**config.mk**
```make
export PLATFORM = sky130hd
export DESIGN_NAME = brew_group_shot_controller_unit
export DESIGN_NICKNAME = d
export VERILOG_FILES = /design/src/sv/bgsc_pkg.sv /design/src/sv/brew_group_shot_controller_unit.sv /design/src/sv/bgsc_front.sv /design/src/sv/bgsc_queue.sv /design/src/sv/bgsc_back.sv
export SDC_FILE = /design/constraint.sdc
export NUM_CORES = 1
export LEC_CHECK = 0
export BUFFER_PORTS_ARGS = -buffer_cell sky130_fd_sc_hd__buf_2
export CORE_ASPECT_RATIO = 1.75
export CORE_UTILIZATION = 50
export DETAILED_ROUTE_END_ITERATION = 6
export GPL_TIMING_DRIVEN = 0
export PLACE_DENSITY = 0.68
export SLEW_MARGIN = 20
export SYNTH_ARGS = -nofsm -noshare
export SYNTH_HDL_FRONTEND = slang
export SYNTH_SLANG_ARGS = --single-unit
```
**constraint.sdc**
```tcl
create_clock -name clk -period 8.1 [get_ports clk]
set_clock_uncertainty 0.1 [all_clocks]
set_input_delay 2.025 -clock clk [delete_from_list [all_inputs] [get_ports clk]]
set_output_delay 2.025 -clock clk [all_outputs]
set_load 0.01 [all_outputs]
```
**src/sv/bgsc_pkg.sv**
```systemverilog
// ----------------------------------------------------------------------------
// bgsc_pkg - brew group shot controller shared types
// transaction structs, decoded operation codes, led and stop cause codes
// ----------------------------------------------------------------------------
package bgsc_pkg;

	localparam int unsigned QUEUE_DEPTH = 2;
	localparam int unsigned QUEUE_PTR_W = $clog2(QUEUE_DEPTH);
	localparam int unsigned QUEUE_CNT_W = $clog2(QUEUE_DEPTH + 1);

	localparam int unsigned CFG_INDEX_W = 1;
	localparam int unsigned CFG_DATA_W  = 32;

	// register indexes
	localparam logic [CFG_INDEX_W-1:0] REG_FLOW_CHECK_INTERVAL = 1'd0;
	localparam logic [CFG_INDEX_W-1:0] REG_EXTRACTION_TIMEOUT  = 1'd1;

	localparam logic [15:0] FLOW_CHECK_INTERVAL_RESET = 16'd100;
	localparam logic [31:0] EXTRACTION_TIMEOUT_RESET  = 32'd60000;

	// request kinds and button codes
	localparam logic       REQ_TICK   = 1'b0;
	localparam logic       REQ_BUTTON = 1'b1;
	localparam logic [1:0] BTN_STOP   = 2'd0;
	localparam logic [1:0] BTN_GO     = 2'd1;
	localparam logic [1:0] BTN_SINGLE = 2'd2;
	localparam logic [1:0] BTN_DOUBLE = 2'd3;
	localparam logic [1:0] EVT_PRESSED  = 2'd0;
	localparam logic [1:0] EVT_RELEASED = 2'd1;
	localparam logic [1:0] EVT_LONG     = 2'd2;
	localparam logic [1:0] EVT_UNKNOWN  = 2'd3;

	typedef enum logic [1:0] {
		LED_OFF   = 2'd0,
		LED_ON    = 2'd1,
		LED_BLINK = 2'd2
	} led_mode_t;

	typedef enum logic [2:0] {
		CAUSE_NONE    = 3'd0,
		CAUSE_SINGLE  = 3'd1,
		CAUSE_DOUBLE  = 3'd2,
		CAUSE_TIMEOUT = 3'd3,
		CAUSE_USER    = 3'd4
	} stop_cause_t;

	// decoded operation handed from front to back
	typedef enum logic [2:0] {
		OP_TICK       = 3'd0,
		OP_STOP_PRESS = 3'd1,
		OP_STOP_REL   = 3'd2,
		OP_STOP_LONG  = 3'd3,
		OP_GO_PRESS   = 3'd4,
		OP_GO_REL     = 3'd5,
		OP_DOSE_PRESS = 3'd6,
		OP_DOSE_REL   = 3'd7
	} op_t;

	typedef struct packed {
		logic        req_type;
		logic [1:0]  button_id;
		logic [1:0]  event_kind;
		logic [31:0] now_ms;
		logic [15:0] flow_pulses;
	} req_item_t;

	typedef struct packed {
		logic        relay_on;
		logic        reset_flow;
		logic        save_settings;
		logic [1:0]  led_stop_mode;
		logic [1:0]  led_go_mode;
		logic [1:0]  led_single_mode;
		logic [1:0]  led_double_mode;
		logic [2:0]  stop_cause;
	} rsp_item_t;

	typedef struct packed {
		op_t         op;
		logic        dbl;
		logic [31:0] now_ms;
		logic [15:0] flow_pulses;
	} cmd_t;

endpackage

```
**src/sv/brew_group_shot_controller_unit.sv**
```systemverilog
// ----------------------------------------------------------------------------
// brew_group_shot_controller_unit - brew group shot controller
// one brewing group: relay, four buttons with leds, flow pulse dosing,
// free extraction timeout and pulse target learning
// ----------------------------------------------------------------------------
//
//  channel   signals                          direction  transaction
//  req       req_valid req_stall req_data     in         tick or button event
//  rsp       rsp_valid rsp_stall rsp_data     out        one result per request
//  cfg       cfg_we cfg_index cfg_wdata       in         register write
//
// one transaction a cycle sustained while the result is not stalled; a request
// passes the queue write, then the execute step into the result register
// the execute step is combinational: event decode, a 32 bit elapsed time subtract
// and compare, flag and led updates
// reset clears all flags, leds, the queue and the result valid flag; the pulse
// targets come back to their defaults and the registers to their reset values
// a stalled result holds in the result register while the queue keeps taking
// requests; req_stall rises only when the two entry queue is full
//
module brew_group_shot_controller_unit #(
	parameter logic [15:0] DEFAULT_SINGLE_PULSES = 16'd200,
	parameter logic [15:0] DEFAULT_DOUBLE_PULSES = 16'd400
) (
	input  logic                               clk,
	input  logic                               arst_n,
	// request channel
	input  logic                               req_valid,
	output logic                               req_stall,
	input  bgsc_pkg::req_item_t                req_data,
	// result channel
	output logic                               rsp_valid,
	input  logic                               rsp_stall,
	output bgsc_pkg::rsp_item_t                rsp_data,
	// configuration write port
	input  logic                               cfg_we,
	input  logic [bgsc_pkg::CFG_INDEX_W-1:0]   cfg_index,
	input  logic [bgsc_pkg::CFG_DATA_W-1:0]    cfg_wdata
);

	// front to queue
	logic                 q_push;
	logic                 q_full;
	bgsc_pkg::cmd_t       q_wr_cmd;

	// queue to back
	logic                 q_pop;
	logic                 q_nonempty;
	bgsc_pkg::cmd_t       q_rd_cmd;

	// front: classify the event into a command
	bgsc_front u_front (
		.req_valid (req_valid),
		.req_stall (req_stall),
		.req_data  (req_data),
		.q_full    (q_full),
		.q_push    (q_push),
		.q_cmd     (q_wr_cmd)
	);

	// queue decouples intake from execution
	bgsc_queue u_queue (
		.clk      (clk),
		.arst_n   (arst_n),
		.wr_cmd   (q_wr_cmd),
		.push     (q_push),
		.pop      (q_pop),
		.full     (q_full),
		.nonempty (q_nonempty),
		.rd_cmd   (q_rd_cmd)
	);

	// back: group state, periodic check and result register
	bgsc_back #(
		.DEFAULT_SINGLE_PULSES (DEFAULT_SINGLE_PULSES),
		.DEFAULT_DOUBLE_PULSES (DEFAULT_DOUBLE_PULSES)
	) u_back (
		.clk        (clk),
		.arst_n     (arst_n),
		.cfg_we     (cfg_we),
		.cfg_index  (cfg_index),
		.cfg_wdata  (cfg_wdata),
		.q_nonempty (q_nonempty),
		.cmd        (q_rd_cmd),
		.q_pop      (q_pop),
		.rsp_valid  (rsp_valid),
		.rsp_stall  (rsp_stall),
		.rsp_data   (rsp_data)
	);

	// stall mirrors queue full
	a_stall_is_full: assert property (@(posedge clk) disable iff (!arst_n)
		req_stall == q_full)
		else $error("request stall does not follow queue state");

endmodule

```
**src/sv/bgsc_front.sv**
```systemverilog
// ----------------------------------------------------------------------------
// bgsc_front - request intake and classification
// decodes a tick or button event into one command for the queue
// ----------------------------------------------------------------------------
module bgsc_front (
	input  logic                 req_valid,
	output logic                 req_stall,
	input  bgsc_pkg::req_item_t  req_data,
	input  logic                 q_full,
	output logic                 q_push,
	output bgsc_pkg::cmd_t       q_cmd
);

	bgsc_pkg::op_t op;

	always_comb begin
		op = bgsc_pkg::OP_TICK;
		if (req_data.req_type == bgsc_pkg::REQ_BUTTON) begin
			unique case (req_data.button_id)
				bgsc_pkg::BTN_STOP: begin
					unique case (req_data.event_kind)
						bgsc_pkg::EVT_PRESSED:  op = bgsc_pkg::OP_STOP_PRESS;
						bgsc_pkg::EVT_RELEASED: op = bgsc_pkg::OP_STOP_REL;
						bgsc_pkg::EVT_LONG:     op = bgsc_pkg::OP_STOP_LONG;
						default:                op = bgsc_pkg::OP_TICK;
					endcase
				end
				bgsc_pkg::BTN_GO: begin
					unique case (req_data.event_kind)
						bgsc_pkg::EVT_PRESSED:  op = bgsc_pkg::OP_GO_PRESS;
						bgsc_pkg::EVT_RELEASED: op = bgsc_pkg::OP_GO_REL;
						default:                op = bgsc_pkg::OP_TICK;
					endcase
				end
				default: begin
					unique case (req_data.event_kind)
						bgsc_pkg::EVT_PRESSED:  op = bgsc_pkg::OP_DOSE_PRESS;
						bgsc_pkg::EVT_RELEASED: op = bgsc_pkg::OP_DOSE_REL;
						default:                op = bgsc_pkg::OP_TICK;
					endcase
				end
			endcase
		end
	end

	assign q_cmd.op          = op;
	assign q_cmd.dbl         = (req_data.button_id == bgsc_pkg::BTN_DOUBLE);
	assign q_cmd.now_ms      = req_data.now_ms;
	assign q_cmd.flow_pulses = req_data.flow_pulses;

	assign req_stall = q_full;
	assign q_push    = req_valid & ~q_full;

endmodule

```
**src/sv/bgsc_queue.sv**
```systemverilog
// ----------------------------------------------------------------------------
// bgsc_queue - command queue between front and back
// small register fifo, one push and one pop a cycle
// ----------------------------------------------------------------------------
module bgsc_queue (
	input  logic                   clk,
	input  logic                   arst_n,
	input  bgsc_pkg::cmd_t         wr_cmd,
	input  logic                   push,
	input  logic                   pop,
	output logic                   full,
	output logic                   nonempty,
	output bgsc_pkg::cmd_t         rd_cmd
);

	localparam int unsigned PW = bgsc_pkg::QUEUE_PTR_W;
	localparam int unsigned CW = bgsc_pkg::QUEUE_CNT_W;
	localparam logic [CW-1:0] DEPTH = CW'(bgsc_pkg::QUEUE_DEPTH);
	localparam logic [PW-1:0] LAST  = PW'(bgsc_pkg::QUEUE_DEPTH - 1);

	bgsc_pkg::cmd_t entry_q [bgsc_pkg::QUEUE_DEPTH];
	logic [PW-1:0]  wr_ptr_q;
	logic [PW-1:0]  rd_ptr_q;
	logic [CW-1:0]  count_q;

	assign full     = (count_q == DEPTH);
	assign nonempty = (count_q != '0);
	assign rd_cmd   = entry_q[rd_ptr_q];

	always_ff @(posedge clk) begin
		if (push) begin
			entry_q[wr_ptr_q] <= wr_cmd;
		end
	end

	always_ff @(posedge clk or negedge arst_n) begin
		if (!arst_n) begin
			wr_ptr_q <= '0;
			rd_ptr_q <= '0;
			count_q  <= '0;
		end else begin
			if (push) begin
				wr_ptr_q <= (wr_ptr_q == LAST) ? '0 : wr_ptr_q + 1'b1;
			end
			if (pop) begin
				rd_ptr_q <= (rd_ptr_q == LAST) ? '0 : rd_ptr_q + 1'b1;
			end
			if (push && !pop) begin
				count_q <= count_q + 1'b1;
			end else if (pop && !push) begin
				count_q <= count_q - 1'b1;
			end
		end
	end

	a_no_overflow: assert property (@(posedge clk) disable iff (!arst_n)
		count_q <= DEPTH)
		else $error("queue count beyond depth");

	a_no_pop_empty: assert property (@(posedge clk) disable iff (!arst_n)
		pop |-> nonempty)
		else $error("queue popped while empty");

	a_no_push_full: assert property (@(posedge clk) disable iff (!arst_n)
		push |-> !full)
		else $error("queue pushed while full");

endmodule

```
**src/sv/bgsc_back.sv**
```systemverilog
// ----------------------------------------------------------------------------
// bgsc_back - shot execution and result register
// applies one command a cycle, unless the result is stalled, to the group state and registers the result
// ----------------------------------------------------------------------------
module bgsc_back #(
	parameter logic [15:0] DEFAULT_SINGLE_PULSES = 16'd200,
	parameter logic [15:0] DEFAULT_DOUBLE_PULSES = 16'd400
) (
	input  logic                                 clk,
	input  logic                                 arst_n,
	input  logic                                 cfg_we,
	input  logic [bgsc_pkg::CFG_INDEX_W-1:0]     cfg_index,
	input  logic [bgsc_pkg::CFG_DATA_W-1:0]      cfg_wdata,
	input  logic                                 q_nonempty,
	input  bgsc_pkg::cmd_t                       cmd,
	output logic                                 q_pop,
	output logic                                 rsp_valid,
	input  logic                                 rsp_stall,
	output bgsc_pkg::rsp_item_t                  rsp_data
);

	logic [15:0] interval_q;
	logic [31:0] timeout_q;

	logic        ext_q, ds_q, dd_q, pm_q, pe_q, ps_q, pd_q;
	logic [15:0] single_tgt_q, double_tgt_q;
	logic [31:0] last_check_q;
	bgsc_pkg::led_mode_t led_stop_q, led_go_q, led_single_q, led_double_q;

	logic        n_ext, n_ds, n_dd, n_pm, n_pe, n_ps, n_pd;
	logic [15:0] n_single_tgt, n_double_tgt;
	logic [31:0] n_last_check;
	bgsc_pkg::led_mode_t n_led_stop, n_led_go, n_led_single, n_led_double;
	logic        n_reset_flow, n_save;
	bgsc_pkg::stop_cause_t n_cause;
	logic        learning;
	logic [31:0] elapsed;

	logic                rsp_valid_q;
	bgsc_pkg::rsp_item_t rsp_data_q;

	assign q_pop = q_nonempty & (~rsp_valid_q | ~rsp_stall);

	always_comb begin
		n_ext        = ext_q;
		n_ds         = ds_q;
		n_dd         = dd_q;
		n_pm         = pm_q;
		n_pe         = pe_q;
		n_ps         = ps_q;
		n_pd         = pd_q;
		n_single_tgt = single_tgt_q;
		n_double_tgt = double_tgt_q;
		n_last_check = last_check_q;
		n_led_stop   = led_stop_q;
		n_led_go     = led_go_q;
		n_led_single = led_single_q;
		n_led_double = led_double_q;
		n_reset_flow = 1'b0;
		n_save       = 1'b0;
		n_cause      = bgsc_pkg::CAUSE_NONE;
		learning     = cmd.dbl ? pd_q : ps_q;

		unique case (cmd.op)
			bgsc_pkg::OP_STOP_PRESS: begin
				if (!pm_q) n_led_stop = bgsc_pkg::LED_ON;
			end
			bgsc_pkg::OP_STOP_REL: begin
				if (!pm_q) begin
					n_led_stop = bgsc_pkg::LED_OFF;
					if (ext_q) begin
						n_ext        = 1'b0;
						n_ds         = 1'b0;
						n_dd         = 1'b0;
						n_led_stop   = bgsc_pkg::LED_OFF;
						n_led_go     = bgsc_pkg::LED_OFF;
						n_led_single = bgsc_pkg::LED_OFF;
						n_led_double = bgsc_pkg::LED_OFF;
						n_cause      = bgsc_pkg::CAUSE_USER;
					end
				end else if (pe_q) begin
					// learned target is the count at stop release
					n_led_go = bgsc_pkg::LED_OFF;
					if (ps_q) begin
						n_single_tgt = cmd.flow_pulses;
						n_save       = 1'b1;
					end else if (pd_q) begin
						n_double_tgt = cmd.flow_pulses;
						n_save       = 1'b1;
					end
					n_pm         = 1'b0;
					n_ps         = 1'b0;
					n_pd         = 1'b0;
					n_pe         = 1'b0;
					n_led_stop   = bgsc_pkg::LED_OFF;
					n_led_single = bgsc_pkg::LED_OFF;
					n_led_double = bgsc_pkg::LED_OFF;
				end
			end
			bgsc_pkg::OP_STOP_LONG: begin
				if (!pm_q) begin
					n_pm         = 1'b1;
					n_led_stop   = bgsc_pkg::LED_ON;
					n_led_single = bgsc_pkg::LED_BLINK;
					n_led_double = bgsc_pkg::LED_BLINK;
				end
			end
			bgsc_pkg::OP_GO_PRESS: begin
				if (!pm_q && !ext_q) n_led_go = bgsc_pkg::LED_ON;
			end
			bgsc_pkg::OP_GO_REL: begin
				if (!pm_q && !ext_q) begin
					n_last_check = cmd.now_ms;
					n_ext        = 1'b1;
					n_reset_flow = 1'b1;
					n_led_stop   = bgsc_pkg::LED_BLINK;
				end else if (pm_q) begin
					n_led_go     = bgsc_pkg::LED_ON;
					n_led_stop   = bgsc_pkg::LED_BLINK;
					n_reset_flow = 1'b1;
					n_pe         = 1'b1;
				end
			end
			bgsc_pkg::OP_DOSE_PRESS: begin
				if (!pm_q && !ext_q) begin
					if (cmd.dbl) n_led_double = bgsc_pkg::LED_ON;
					else         n_led_single = bgsc_pkg::LED_ON;
				end
			end
			bgsc_pkg::OP_DOSE_REL: begin
				if (!pm_q && !ext_q) begin
					n_last_check = cmd.now_ms;
					n_ext        = 1'b1;
					n_reset_flow = 1'b1;
					if (cmd.dbl) begin
						n_dd         = 1'b1;
						n_led_double = bgsc_pkg::LED_BLINK;
					end else begin
						n_ds         = 1'b1;
						n_led_single = bgsc_pkg::LED_BLINK;
					end
				end else if (!learning && pm_q) begin
					n_led_go = bgsc_pkg::LED_BLINK;
					if (cmd.dbl) begin
						n_led_double = bgsc_pkg::LED_ON;
						n_led_single = bgsc_pkg::LED_OFF;
						n_pd         = 1'b1;
					end else begin
						n_led_single = bgsc_pkg::LED_ON;
						n_led_double = bgsc_pkg::LED_OFF;
						n_ps         = 1'b1;
					end
				end
			end
			default: begin
			end
		endcase

		// periodic check runs on every command, after the event
		elapsed = cmd.now_ms - n_last_check;
		if (n_ext && (n_ds || n_dd)) begin
			if (elapsed > {16'd0, interval_q}) begin
				n_last_check = cmd.now_ms;
				if ((n_ds && cmd.flow_pulses >= n_single_tgt) ||
				    (n_dd && cmd.flow_pulses >= n_double_tgt)) begin
					n_cause      = (n_ds && cmd.flow_pulses >= n_single_tgt) ?
					               bgsc_pkg::CAUSE_SINGLE : bgsc_pkg::CAUSE_DOUBLE;
					n_ext        = 1'b0;
					n_ds         = 1'b0;
					n_dd         = 1'b0;
					n_led_stop   = bgsc_pkg::LED_OFF;
					n_led_go     = bgsc_pkg::LED_OFF;
					n_led_single = bgsc_pkg::LED_OFF;
					n_led_double = bgsc_pkg::LED_OFF;
				end
			end
		end else if (n_ext) begin
			if (elapsed > timeout_q) begin
				n_ext        = 1'b0;
				n_ds         = 1'b0;
				n_dd         = 1'b0;
				n_led_stop   = bgsc_pkg::LED_OFF;
				n_led_go     = bgsc_pkg::LED_OFF;
				n_led_single = bgsc_pkg::LED_OFF;
				n_led_double = bgsc_pkg::LED_OFF;
				n_cause      = bgsc_pkg::CAUSE_TIMEOUT;
			end
		end
	end

	always_ff @(posedge clk or negedge arst_n) begin
		if (!arst_n) begin
			interval_q <= bgsc_pkg::FLOW_CHECK_INTERVAL_RESET;
			timeout_q  <= bgsc_pkg::EXTRACTION_TIMEOUT_RESET;
		end else if (cfg_we) begin
			unique case (cfg_index)
				bgsc_pkg::REG_FLOW_CHECK_INTERVAL: interval_q <= cfg_wdata[15:0];
				bgsc_pkg::REG_EXTRACTION_TIMEOUT:  timeout_q  <= cfg_wdata;
				default: begin
				end
			endcase
		end
	end

	always_ff @(posedge clk or negedge arst_n) begin
		if (!arst_n) begin
			ext_q        <= 1'b0;
			ds_q         <= 1'b0;
			dd_q         <= 1'b0;
			pm_q         <= 1'b0;
			pe_q         <= 1'b0;
			ps_q         <= 1'b0;
			pd_q         <= 1'b0;
			single_tgt_q <= DEFAULT_SINGLE_PULSES;
			double_tgt_q <= DEFAULT_DOUBLE_PULSES;
			last_check_q <= '0;
			led_stop_q   <= bgsc_pkg::LED_OFF;
			led_go_q     <= bgsc_pkg::LED_OFF;
			led_single_q <= bgsc_pkg::LED_OFF;
			led_double_q <= bgsc_pkg::LED_OFF;
			rsp_valid_q  <= 1'b0;
		end else begin
			if (q_pop) begin
				ext_q        <= n_ext;
				ds_q         <= n_ds;
				dd_q         <= n_dd;
				pm_q         <= n_pm;
				pe_q         <= n_pe;
				ps_q         <= n_ps;
				pd_q         <= n_pd;
				single_tgt_q <= n_single_tgt;
				double_tgt_q <= n_double_tgt;
				last_check_q <= n_last_check;
				led_stop_q   <= n_led_stop;
				led_go_q     <= n_led_go;
				led_single_q <= n_led_single;
				led_double_q <= n_led_double;
				rsp_valid_q  <= 1'b1;
			end else if (!rsp_stall) begin
				rsp_valid_q  <= 1'b0;
			end
		end
	end

	always_ff @(posedge clk) begin
		if (q_pop) begin
			rsp_data_q.relay_on        <= n_ext;
			rsp_data_q.reset_flow      <= n_reset_flow;
			rsp_data_q.save_settings   <= n_save;
			rsp_data_q.led_stop_mode   <= n_led_stop;
			rsp_data_q.led_go_mode     <= n_led_go;
			rsp_data_q.led_single_mode <= n_led_single;
			rsp_data_q.led_double_mode <= n_led_double;
			rsp_data_q.stop_cause      <= n_cause;
		end
	end

	assign rsp_valid = rsp_valid_q;
	assign rsp_data  = rsp_data_q;

	a_stop_clears_relay: assert property (@(posedge clk) disable iff (!arst_n)
		(rsp_valid_q && rsp_data_q.stop_cause != bgsc_pkg::CAUSE_NONE)
		|-> !rsp_data_q.relay_on)
		else $error("extraction ended but relay still on");

	a_stop_clears_leds: assert property (@(posedge clk) disable iff (!arst_n)
		(q_pop && n_cause != bgsc_pkg::CAUSE_NONE) |=>
		(led_stop_q == bgsc_pkg::LED_OFF && led_go_q == bgsc_pkg::LED_OFF &&
		 led_single_q == bgsc_pkg::LED_OFF && led_double_q == bgsc_pkg::LED_OFF))
		else $error("leds not cleared at end of extraction");

	a_dosing_needs_relay: assert property (@(posedge clk) disable iff (!arst_n)
		(ds_q || dd_q) |-> ext_q)
		else $error("dosing flag set while not extracting");

endmodule
```
==> qor.yml, run 1 <==
die:
  die_h_um: 232
  core-area_sq_um: 29500
  die_area_sq_um: 30800
  io_pins: 107
  num_rows: 83
  initial_core_util: 0.511
  fp.dieW_um: 133
finish:
  multi_input_area_sq_um: 7620
  nFillCells: 2611
  drive_above_1_share: 0.188
  syn2layout_area_growth_pct: 12.7
  regArea_sq_um: 6870
  final_cell_mix: "nand2_1 (134), edfxtp_1 (118), dfrtp_1 (116)"
  nets: 1777
  diodes: 0
  final_common_cell: "nand2_1"
routing:
  wl_um: 37600
  drt_pass1_iterations: 5
  ant_nets: 0
  wire_per_inst_um: 19.1
  drt_iter0_markers: 490
  vias: 11300
  drc: 0
  post_drt_via_cell_ratio: 5.72
worst_setup_path:
  slowest_delay_ps: 500
  r2r-start: "u_back.pm_q"
  cp_slowest_cell: "nor3_1"
  path_common_cell: "nand4_1"
  regToRegSetupSlack_ps: 570
  cp_max_fo: 10
  path_buf_inv: 6
  start_kind: "register"
  rr_worst_depth: 27
  crit_required_ps: 8270
  end_kind: "register"
  criticalPathCategory: "reg2reg"
  crit_family: "simple AND/OR/NAND/NOR gates"
  arrival_ps: 7700
  r2r-end: "u_back.rsp_data[6]"
flow_run:
  maxCapViolCount: 0
worst_hold_path:
  hold_depth: 2
  hold_start: "u_back.double_tgt_q[6]"
  hold_path_end: "u_back.double_tgt_q[6]"
  hold_class: "reg2reg"
global_route:
  grt_pass1_vias: 11600
  grt_pass1_wl_um: 60200
  overflow: 0
  grt_max_degree: 83
  antenna_found_initial: 0
  grt_use_total: 0.251
sta:
  setup_viol: 0
  tns_ps: 0
  finalHoldViolCount: 0
  fmax_mhz: 133
  drv_slew: 0
  slew-limit-headroom: 0.434
  rsz0062_at_grt: "false"
  min_period_over_period: 0.929
  whs_ps: 382
  tightest_slew_ps: 826
  min_period_ps: 7530
clocking:
  cts.clk_slew.worst_paths_ps: 70
  cts_setup_buffers: 0
  cts-root-buf: "clkbuf_16"
  cts_sinks: 250
  h-tree-depth: 1
  cts_max_path_buffers: 3
  clock_latency_ps: 540
  cts_tree: "done"
  numCtsBuffers: 24
synth:
  syn-cell-area_sq_um: 15100
  synth_nets: 1641
  yosysTopAreaCell: "edfxtp_1"
  yosys_warnings: 0
  syn-instance-count: 1439
  synth_top_area_share: 0.235
  seq_area_frac_synth: 0.456
  synth_ff_type: "edfxtp_1"
  synth-edff-count: 118
  async_reset_ff_frac: 0.528
  syn_area_per_cell_sq_um: 10.5
  ys_top_cells_by_area: "edfxtp_1 (24%), dfrtp_1 (19%), ha_1 (9.2%)"
  netlist-cell-type-count: 85
  ys_ff_latch: 250
placement:
  gp_congestion: 0.958
  portBuffers: 106
  dp_hpwl_um: 29300
status:
  status: "completed"
[logic make-up (layout without fill, tap and decap cells)]
family / Yosys count / count (layout) / share of synthesized area
xor gates and xnor gates: 35 / 35 / 0.0204
AOI/OAI and AO/OA: 375 / 375 / 0.161
adders and majority gates: 111 / 111 / 0.0922
muxes: 149 / 149 / 0.114
and+or+nand+nor: 375 / 375 / 0.117
buffers and inverters: 144 / 298 / 0.0391
DFF: 250 / 250 / 0.456
[synth_stat cells (4+ instances only)]
cell      number
nor2_1        96
buf_6          6
a211oi_1       9
o31ai_1       10
mux2_2        65
o21ai_1        6
o21a_1        16
nand3_1       17
nor4_1         7
dfstp_2       16
nor2b_1       24
nand2_1      134
xnor2_1       28
a31oi_1       12
xor2_1         7
dfrtp_1      116
or3_1          6
mux2_4        24
a21oi_1      109
edfxtp_1     118
inv_1         89
a211o_1        5
mux2i_2        5
nor3_1        26
a21o_1        39
nand4_1       23
and2_1         7
a311oi_1       4
o22ai_1        6
ha_1         111
and3_1         9
o211ai_1       5
clkbuf_1      39
nand2b_1      11
o21ai_0       97
o21bai_1       8
mux2i_1       54
buf_1          6
[how the worst max path moves through the flow]
stage | startpoint | to | slack [ps] | cells after the start
6_report | u_back.pm_q | u_back.rsp_data[6] | 570 | 27
5_1_grt | u_back.pm_q | u_back.rsp_data[5] | 30 | 27
4_1_cts | u_back.pm_q | u_back.rsp_data[6] | 220 | 27
3_5_place_dp | u_back.pm_q | u_back.rsp_data[6] | 7 | 27
3_3_place_gp | u_back.pm_q | u_back.rsp_data[5] | 80 | 27
2_1_floorplan | u_back.pm_q | u_back.rsp_data[9] | 1960 | 29
[worst reg2reg max path: cells and delay by family (launching register included)]
kind	cells	cell delay (ps)
and+or+nand+nor	13	3310
AOI/OAI and AO/OA	5	1040
buffers and inverters	6	1740
muxes	1	150
adders and majority gates	2	600
DFF	1	360
[area by class of cell]
cell class,instances,area share
Buffer,54,0.0153
Clock buffer,34,0.0397
Clock inverter,10,0.00678
Inverter,90,0.0199
Multi-Input combinational cell,1045,0.449
Sequential cell,250,0.404
Tap cell,382,0.0282
Timing Repair Buffer,110,0.0370
[routing by layer]
layer	part of all wire	global-route usage	vias up
met1	0.37	0.266	5416
met5	0	0	-
met3	0.036	0.0243	99
li1	-	-	5510
met2	0.54	0.481	272
met4	0.053	0.136	0
[flip-flops by register name, indices dropped and copies added, names as in the netlist, 2 cells and up]
signal               cells
u_back.led_double_q      2
u_back.single_tgt_q     16
u_back.rsp_data         14
u_back.interval_q       16
u_queue.entry_q        104
u_back.timeout_q        32
u_back.led_go_q          2
u_back.led_stop_q        2
u_back.last_check_q     32
u_back.double_tgt_q     16
u_queue.count_q          2
u_back.led_single_q      2
[through the flow]
stage / setup WS (ps) / area [sq um] / cells / util
final: 575 / 17000 / 1975 / 0.576
after global routing: 25.8 / 17000 / 1975 / 0.576
after CTS: 218 / 17000 / 1975 / 0.575
after detailed placement: 7.13 / 16200 / 1931 / 0.549
after global placement: 77.6 / 16100 / 1927 / 0.545
after floorplan: 1960 / 15100 / 1439 / -
[timing repair]
action	in CTS	in global routing
setup endpoints to repair	7	16
hold buffers	0	0
resized for setup	1	7
Power of run 1 is not shown: default switching activity piles up to over one toggle a cycle in this logic, so the estimate is an artifact.
==> inputs of run 2 (changes only) <==
--- a/config.mk
+++ b/config.mk
@@ -10,7 +10,8 @@
 export CORE_UTILIZATION = 50
 export DETAILED_ROUTE_END_ITERATION = 6
 export GPL_TIMING_DRIVEN = 0
-export PLACE_DENSITY = 0.68
+export PLACE_DENSITY = 0.71
+export SKIP_LAST_GASP = 1
 export SLEW_MARGIN = 20
 export SYNTH_ARGS = -nofsm -noshare
 export SYNTH_HDL_FRONTEND = slang
==> constraint.sdc (replaced) <==
create_clock -name clk -period 6.4 [get_ports clk]
set_clock_uncertainty 0.1 [all_clocks]
set_input_delay 1.6 -clock clk [delete_from_list [all_inputs] [get_ports clk]]
set_output_delay 1.6 -clock clk [all_outputs]
set_load 0.01 [all_outputs]
==> run 2 against run 1 <==
  * Sequential cell count unchanged
  * Critical endpoint is now u_back.rsp_data[3]
  * Largest cell class unchanged
  * Core utilization rose by 0.76 points
  * Die area is the same
  * First-iteration DRC count up 16%
  * Count of clock-buffer cells in the layout rose by 2
  * Critical path depth increased by 1
  * Critical path type unchanged
  * Non-clock buffer count up 2
  * Via count grew 1.9%
  * Hold slack is essentially flat
  * Register-to-register slack got worse by 340 ps
  * Maximum frequency rose by 22%
==> qor.yml, run 2 (same netlist as run 1, synthesis figures left out) <==
finish:
  top_register: "u_queue.entry_q"
  diodes: 0
  final_cell_mix: "nand2_1 (132), edfxtp_1 (118), dfrtp_1 (116)"
  nets: 1780
  syn2layout_area_growth_pct: 14.2
  largest_register_ff_count: 104
  nFillCells: 2587
  multi_input_area_sq_um: 7750
  final_common_cell: "nand2_1"
  drive_above_1_share: 0.210
  top_regs: "u_queue.entry_q: 104 flops, u_back.last_check_q: 32 flops, u_back.timeout_q: 32 flops"
  regArea_sq_um: 6870
worst_setup_path:
  crit_start: "u_queue.rd_ptr_q"
  arrival_ps: 6440
  criticalPathCategory: "reg2reg"
  cp_slowest_cell: "mux2_2"
  cp_max_fo: 10
  crit_required_ps: 6680
  slowest_delay_ps: 460
  start_kind: "register"
  end_kind: "register"
  r2r-start: "u_queue.rd_ptr_q"
placement:
  dp_hpwl_um: 29200
  portBuffers: 106
  gp_congestion: 0.951
worst_hold_path:
  hold_start: "u_back.double_tgt_q[11]"
  hold_class: "reg2reg"
global_route:
  antenna_found_initial: 1
  busiest_layer: "met2"
  overflow: 0
  grt_pass1_vias: 11900
  grt_pass1_wl_um: 59700
  grt_max_degree: 71
  grt_use_total: 0.249
  met1_usage: 0.250
  gr-usage-met3: 0.0295
  grt_use_met2: 0.478
sta:
  whs_ps: 382
  slew-limit-headroom: 0.434
  drv_slew: 0
  setup_viol: 0
  finalHoldViolCount: 0
  fmax_mhz: 162
  min_period_over_period: 0.963
  rsz0062_at_grt: "false"
  tightest_slew_ps: 826
  min_period_ps: 6170
routing:
  drt_iter0_markers: 566
  wl_um: 37800
  wire_per_inst_um: 19.1
  drc: 0
  drt_pass1_iterations: 5
  post_drt_via_cell_ratio: 5.82
  vias: 11500
  ant_nets: 0
clocking:
  cts_max_path_buffers: 3
  cts_hold_buffers: 0
  cts_tree: "done"
  clock_latency_ps: 550
  h-tree-depth: 1
  cts-root-buf: "clkbuf_16"
  cts.clk_slew.worst_paths_ps: 60
  numCtsBuffers: 25
  cts_sinks: 250
status:
  status: "completed"
die:
  fp.dieW_um: 133
  core-area_sq_um: 29500
  io_pins: 107
  num_rows: 83
  die_area_sq_um: 30800
  die_h_um: 232
  initial_core_util: 0.511
flow_run:
  maxCapViolCount: 0
==> run 2: final timing paths <==
path | endpoint | slack [ps] | depth (start not counted)
setup / recovery | u_back.rsp_data[3] | 230 | 28
setup reg to reg | u_back.rsp_data[3] | 230 | 28
hold reg to reg | u_back.double_tgt_q[11] | 380 | 2
min in group asynchronous | u_back.double_tgt_q[5] | 930 | 1
max in group asynchronous | u_back.interval_q[2] | 4480 | 2
hold / removal | u_back.double_tgt_q[11] | 380 | 2
==> run 2: area by class of cell <==
| cell class | instances | share of cell area |
|---|---|---|
| Clock buffer | 36 | 0.0414 |
| Tap cell | 382 | 0.0278 |
| Timing Repair Buffer | 119 | 0.0409 |
| Sequential cell | 250 | 0.399 |
| Inverter | 90 | 0.0196 |
| Buffer | 47 | 0.0156 |
| Multi-Input combinational cell | 1045 | 0.450 |
| Clock inverter | 10 | 0.00495 |
==> run 2: what timing repair did <==
item                       in CTS  in global routing
pin swaps                       4                  5
resized for setup              23                 28
buffers inserted                7                  2
setup endpoints to repair      54                 50
==> run 2: per-layer routing <==
layer | up-vias | part of all wire
met5 | - | 0.00026
met4 | 2 | 0.063
met3 | 134 | 0.039
met2 | 335 | 0.54
met1 | 5511 | 0.36
li1 | 5531 | -
==> run 2: critical path: cells and delay by family, from the launching register on <==
| family | cells | cell delay (ps) |
|---|---|---|
| buf+inv | 6 | 1180 |
| mux | 1 | 460 |
| flops | 1 | 350 |
| compound gates | 10 | 1980 |
| fa+ha+maj | 3 | 770 |
| simple gates | 7 | 920 |
| xor+xnor | 1 | 210 |
==> run 2: per-stage QoR <==
step / setup TNS, ps / util / instances / setup slack [ps] / area (sq um)
after CTS: 0 / 0.580 / 1982 / 22.2 / 17100
after global placement: -61480 / 0.545 / 1927 / -1570 / 16100
after floorplan: 0 / - / 1439 / 264 / 15100
after global routing: 0 / 0.583 / 1979 / 3.96 / 17200
final: 0 / 0.583 / 1979 / 235 / 17200
after detailed placement: -64120 / 0.549 / 1931 / -1590 / 16200
Power of run 2 is left out for the same reason.
==> inputs of run 3 (changes only) <==
--- a/config.mk
+++ b/config.mk
@@ -7,6 +7,7 @@
 export LEC_CHECK = 0
 export BUFFER_PORTS_ARGS = -buffer_cell sky130_fd_sc_hd__buf_2
 export CORE_ASPECT_RATIO = 1.75
+export CORE_MARGIN = 4
 export CORE_UTILIZATION = 50
 export DETAILED_ROUTE_END_ITERATION = 6
 export GPL_TIMING_DRIVEN = 0
==> constraint.sdc (replaced) <==
create_clock -name clk -period 6.4 [get_ports clk]
set_clock_uncertainty 0.1 [all_clocks]
set_input_delay 1.6 -clock clk [delete_from_list [all_inputs] [get_ports clk]]
set_output_delay 1.6 -clock clk [all_outputs]
set_load 0.02 [all_outputs]
==> run 3 against run 2 <==
  * Count of clock-buffer cells in the layout down 1
  * Via count decreased by 0.29%
  * Largest cell class unchanged
  * First-iteration DRC count is 4.2% lower
  * Sequential share of layout area down 0.26 points
  * Highest routed layer is now met4
  * Final area is 0.65% higher
==> qor.yml, run 3 (same netlist as run 1, synthesis figures left out) <==
status:
  status: "completed"
clocking:
  clock_latency_ps: 540
  cts_tree: "done"
  h-tree-depth: 1
  numCtsBuffers: 24
  cts_sinks: 250
  cts.clk_slew.worst_paths_ps: 60
  cts_max_path_buffers: 3
  cts-root-buf: "clkbuf_16"
die:
  die_h_um: 238
  fp.dieW_um: 139
  num_rows: 83
  io_pins: 107
  core-area_sq_um: 29500
  initial_core_util: 0.511
  die_area_sq_um: 33100
global_route:
  grt_use_met2: 0.441
  busiest_layer: "met2"
  met1_usage: 0.234
  grt_pass1_wl_um: 60100
  gr-usage-met3: 0.0254
  antenna_found_initial: 0
  overflow: 0
  grt_max_degree: 93
  grt_pass1_vias: 11700
  grt_use_total: 0.224
routing:
  drt_iter0_markers: 542
  vias: 11500
  ant_nets: 0
  drc: 0
  wire_per_inst_um: 19.0
  post_drt_via_cell_ratio: 5.80
  wl_um: 37700
  drt_pass1_iterations: 5
finish:
  syn2layout_area_growth_pct: 14.9
  nets: 1783
  drive_above_1_share: 0.219
  largest_register_ff_count: 104
  nFillCells: 2570
  top_register: "u_queue.entry_q"
  final_common_cell: "nand2_1"
  regArea_sq_um: 6870
  final_area_sq_um: 17300
  final_cell_mix: "nand2_1 (133), edfxtp_1 (118), dfrtp_1 (116)"
  multi_input_area_sq_um: 7790
  diodes: 0
  top_regs: "u_queue.entry_q: 104 flops, u_back.last_check_q: 32 flops, u_back.timeout_q: 32 flops"
worst_setup_path:
  crit_required_ps: 6680
  arrival_ps: 6390
  criticalPathCategory: "reg2reg"
  start_kind: "register"
  cp_max_fo: 19
  end_kind: "register"
sta:
  slew-limit-headroom: 0.410
  min_period_over_period: 0.956
  drv_slew: 0
  fmax_mhz: 163
  setup_viol: 0
  min_period_ps: 6120
  tightest_slew_ps: 879
  tns_ps: 0
  finalHoldViolCount: 0
worst_hold_path:
  hold_class: "reg2reg"
placement:
  dp_hpwl_um: 29500
  place_area_sq_um: 16200
  portBuffers: 106
  gp_congestion: 0.926
flow_run:
  maxCapViolCount: 0
==> run 3: final timing paths <==
check	slack, ps	to	start	cells after the start
max in group asynchronous	4510	u_back.interval_q[2]	arst_n	2
min in group asynchronous	860	u_back.single_tgt_q[10]	arst_n	1
setup / recovery	280	u_back.rsp_data[9]	u_queue.rd_ptr_q	26
hold / removal	380	u_back.double_tgt_q[6]	u_back.double_tgt_q[6]	2
setup reg to reg	280	u_back.rsp_data[9]	u_queue.rd_ptr_q	26
hold reg to reg	380	u_back.double_tgt_q[6]	u_back.double_tgt_q[6]	2
==> run 3: through the flow <==
| step | utilization | setup WS (ps) | instances | hold slack, ps |
|---|---|---|---|---|
| floorplan | - | 264 | 1439 | 344 |
| global placement | 0.545 | -1710 | 1927 | 359 |
| detailed placement | 0.549 | -1790 | 1931 | 372 |
| CTS | 0.581 | 34.3 | 1977 | 386 |
| global route | 0.587 | -10.8 | 1981 | 404 |
| finish | 0.587 | 283 | 1981 | 385 |
==> run 3: critical path, cell delays in order (launching register included) <==
cell and delay, ps:
dfrtp_1 340, buf_6 180, buf_6 260, buf_4 270
mux2_2 390, ha_1 460, nand2_1 230, nor2_1 280
o21ai_1 150, a311oi_2 390, o31ai_1 120, a41oi_1 410
xnor2_1 220, ha_1 220, a21o_1 170, a21o_1 170
a21oi_1 130, nor2b_1 60, o21ai_1 160, o211ai_1 120
o211ai_1 100, nand2b_1 150, o211ai_1 190, buf_4 170
o21bai_4 120, buf_6 170, nor3_2 170
==> run 3: final cells by class <==
type | instances | share of cell area
multi-input cells | 1045 | 0.450
flip-flops and latches | 250 | 0.397
repair buffers | 125 | 0.0437
clock buffers | 35 | 0.0412
well taps | 382 | 0.0276
inverters | 90 | 0.0195
plain buffers | 45 | 0.0149
clock inverters | 9 | 0.00672
==> run 3: layer usage <==
metal | vias to the layer above | share of wire
li1 | 5530 | -
met1 | 5596 | 0.36
met2 | 266 | 0.56
met3 | 88 | 0.037
met4 | 0 | 0.045
met5 | - | 0
==> run 3: timing repair <==
item / 4_1_cts / 5_1_grt
pin swaps: 4 / 7
setup endpoints to repair: 54 / 53
gates resized for setup: 20 / 41
hold buffers: 0 / 0
buffers inserted: 6 / 9
Power of run 3 is left out for the same reason.
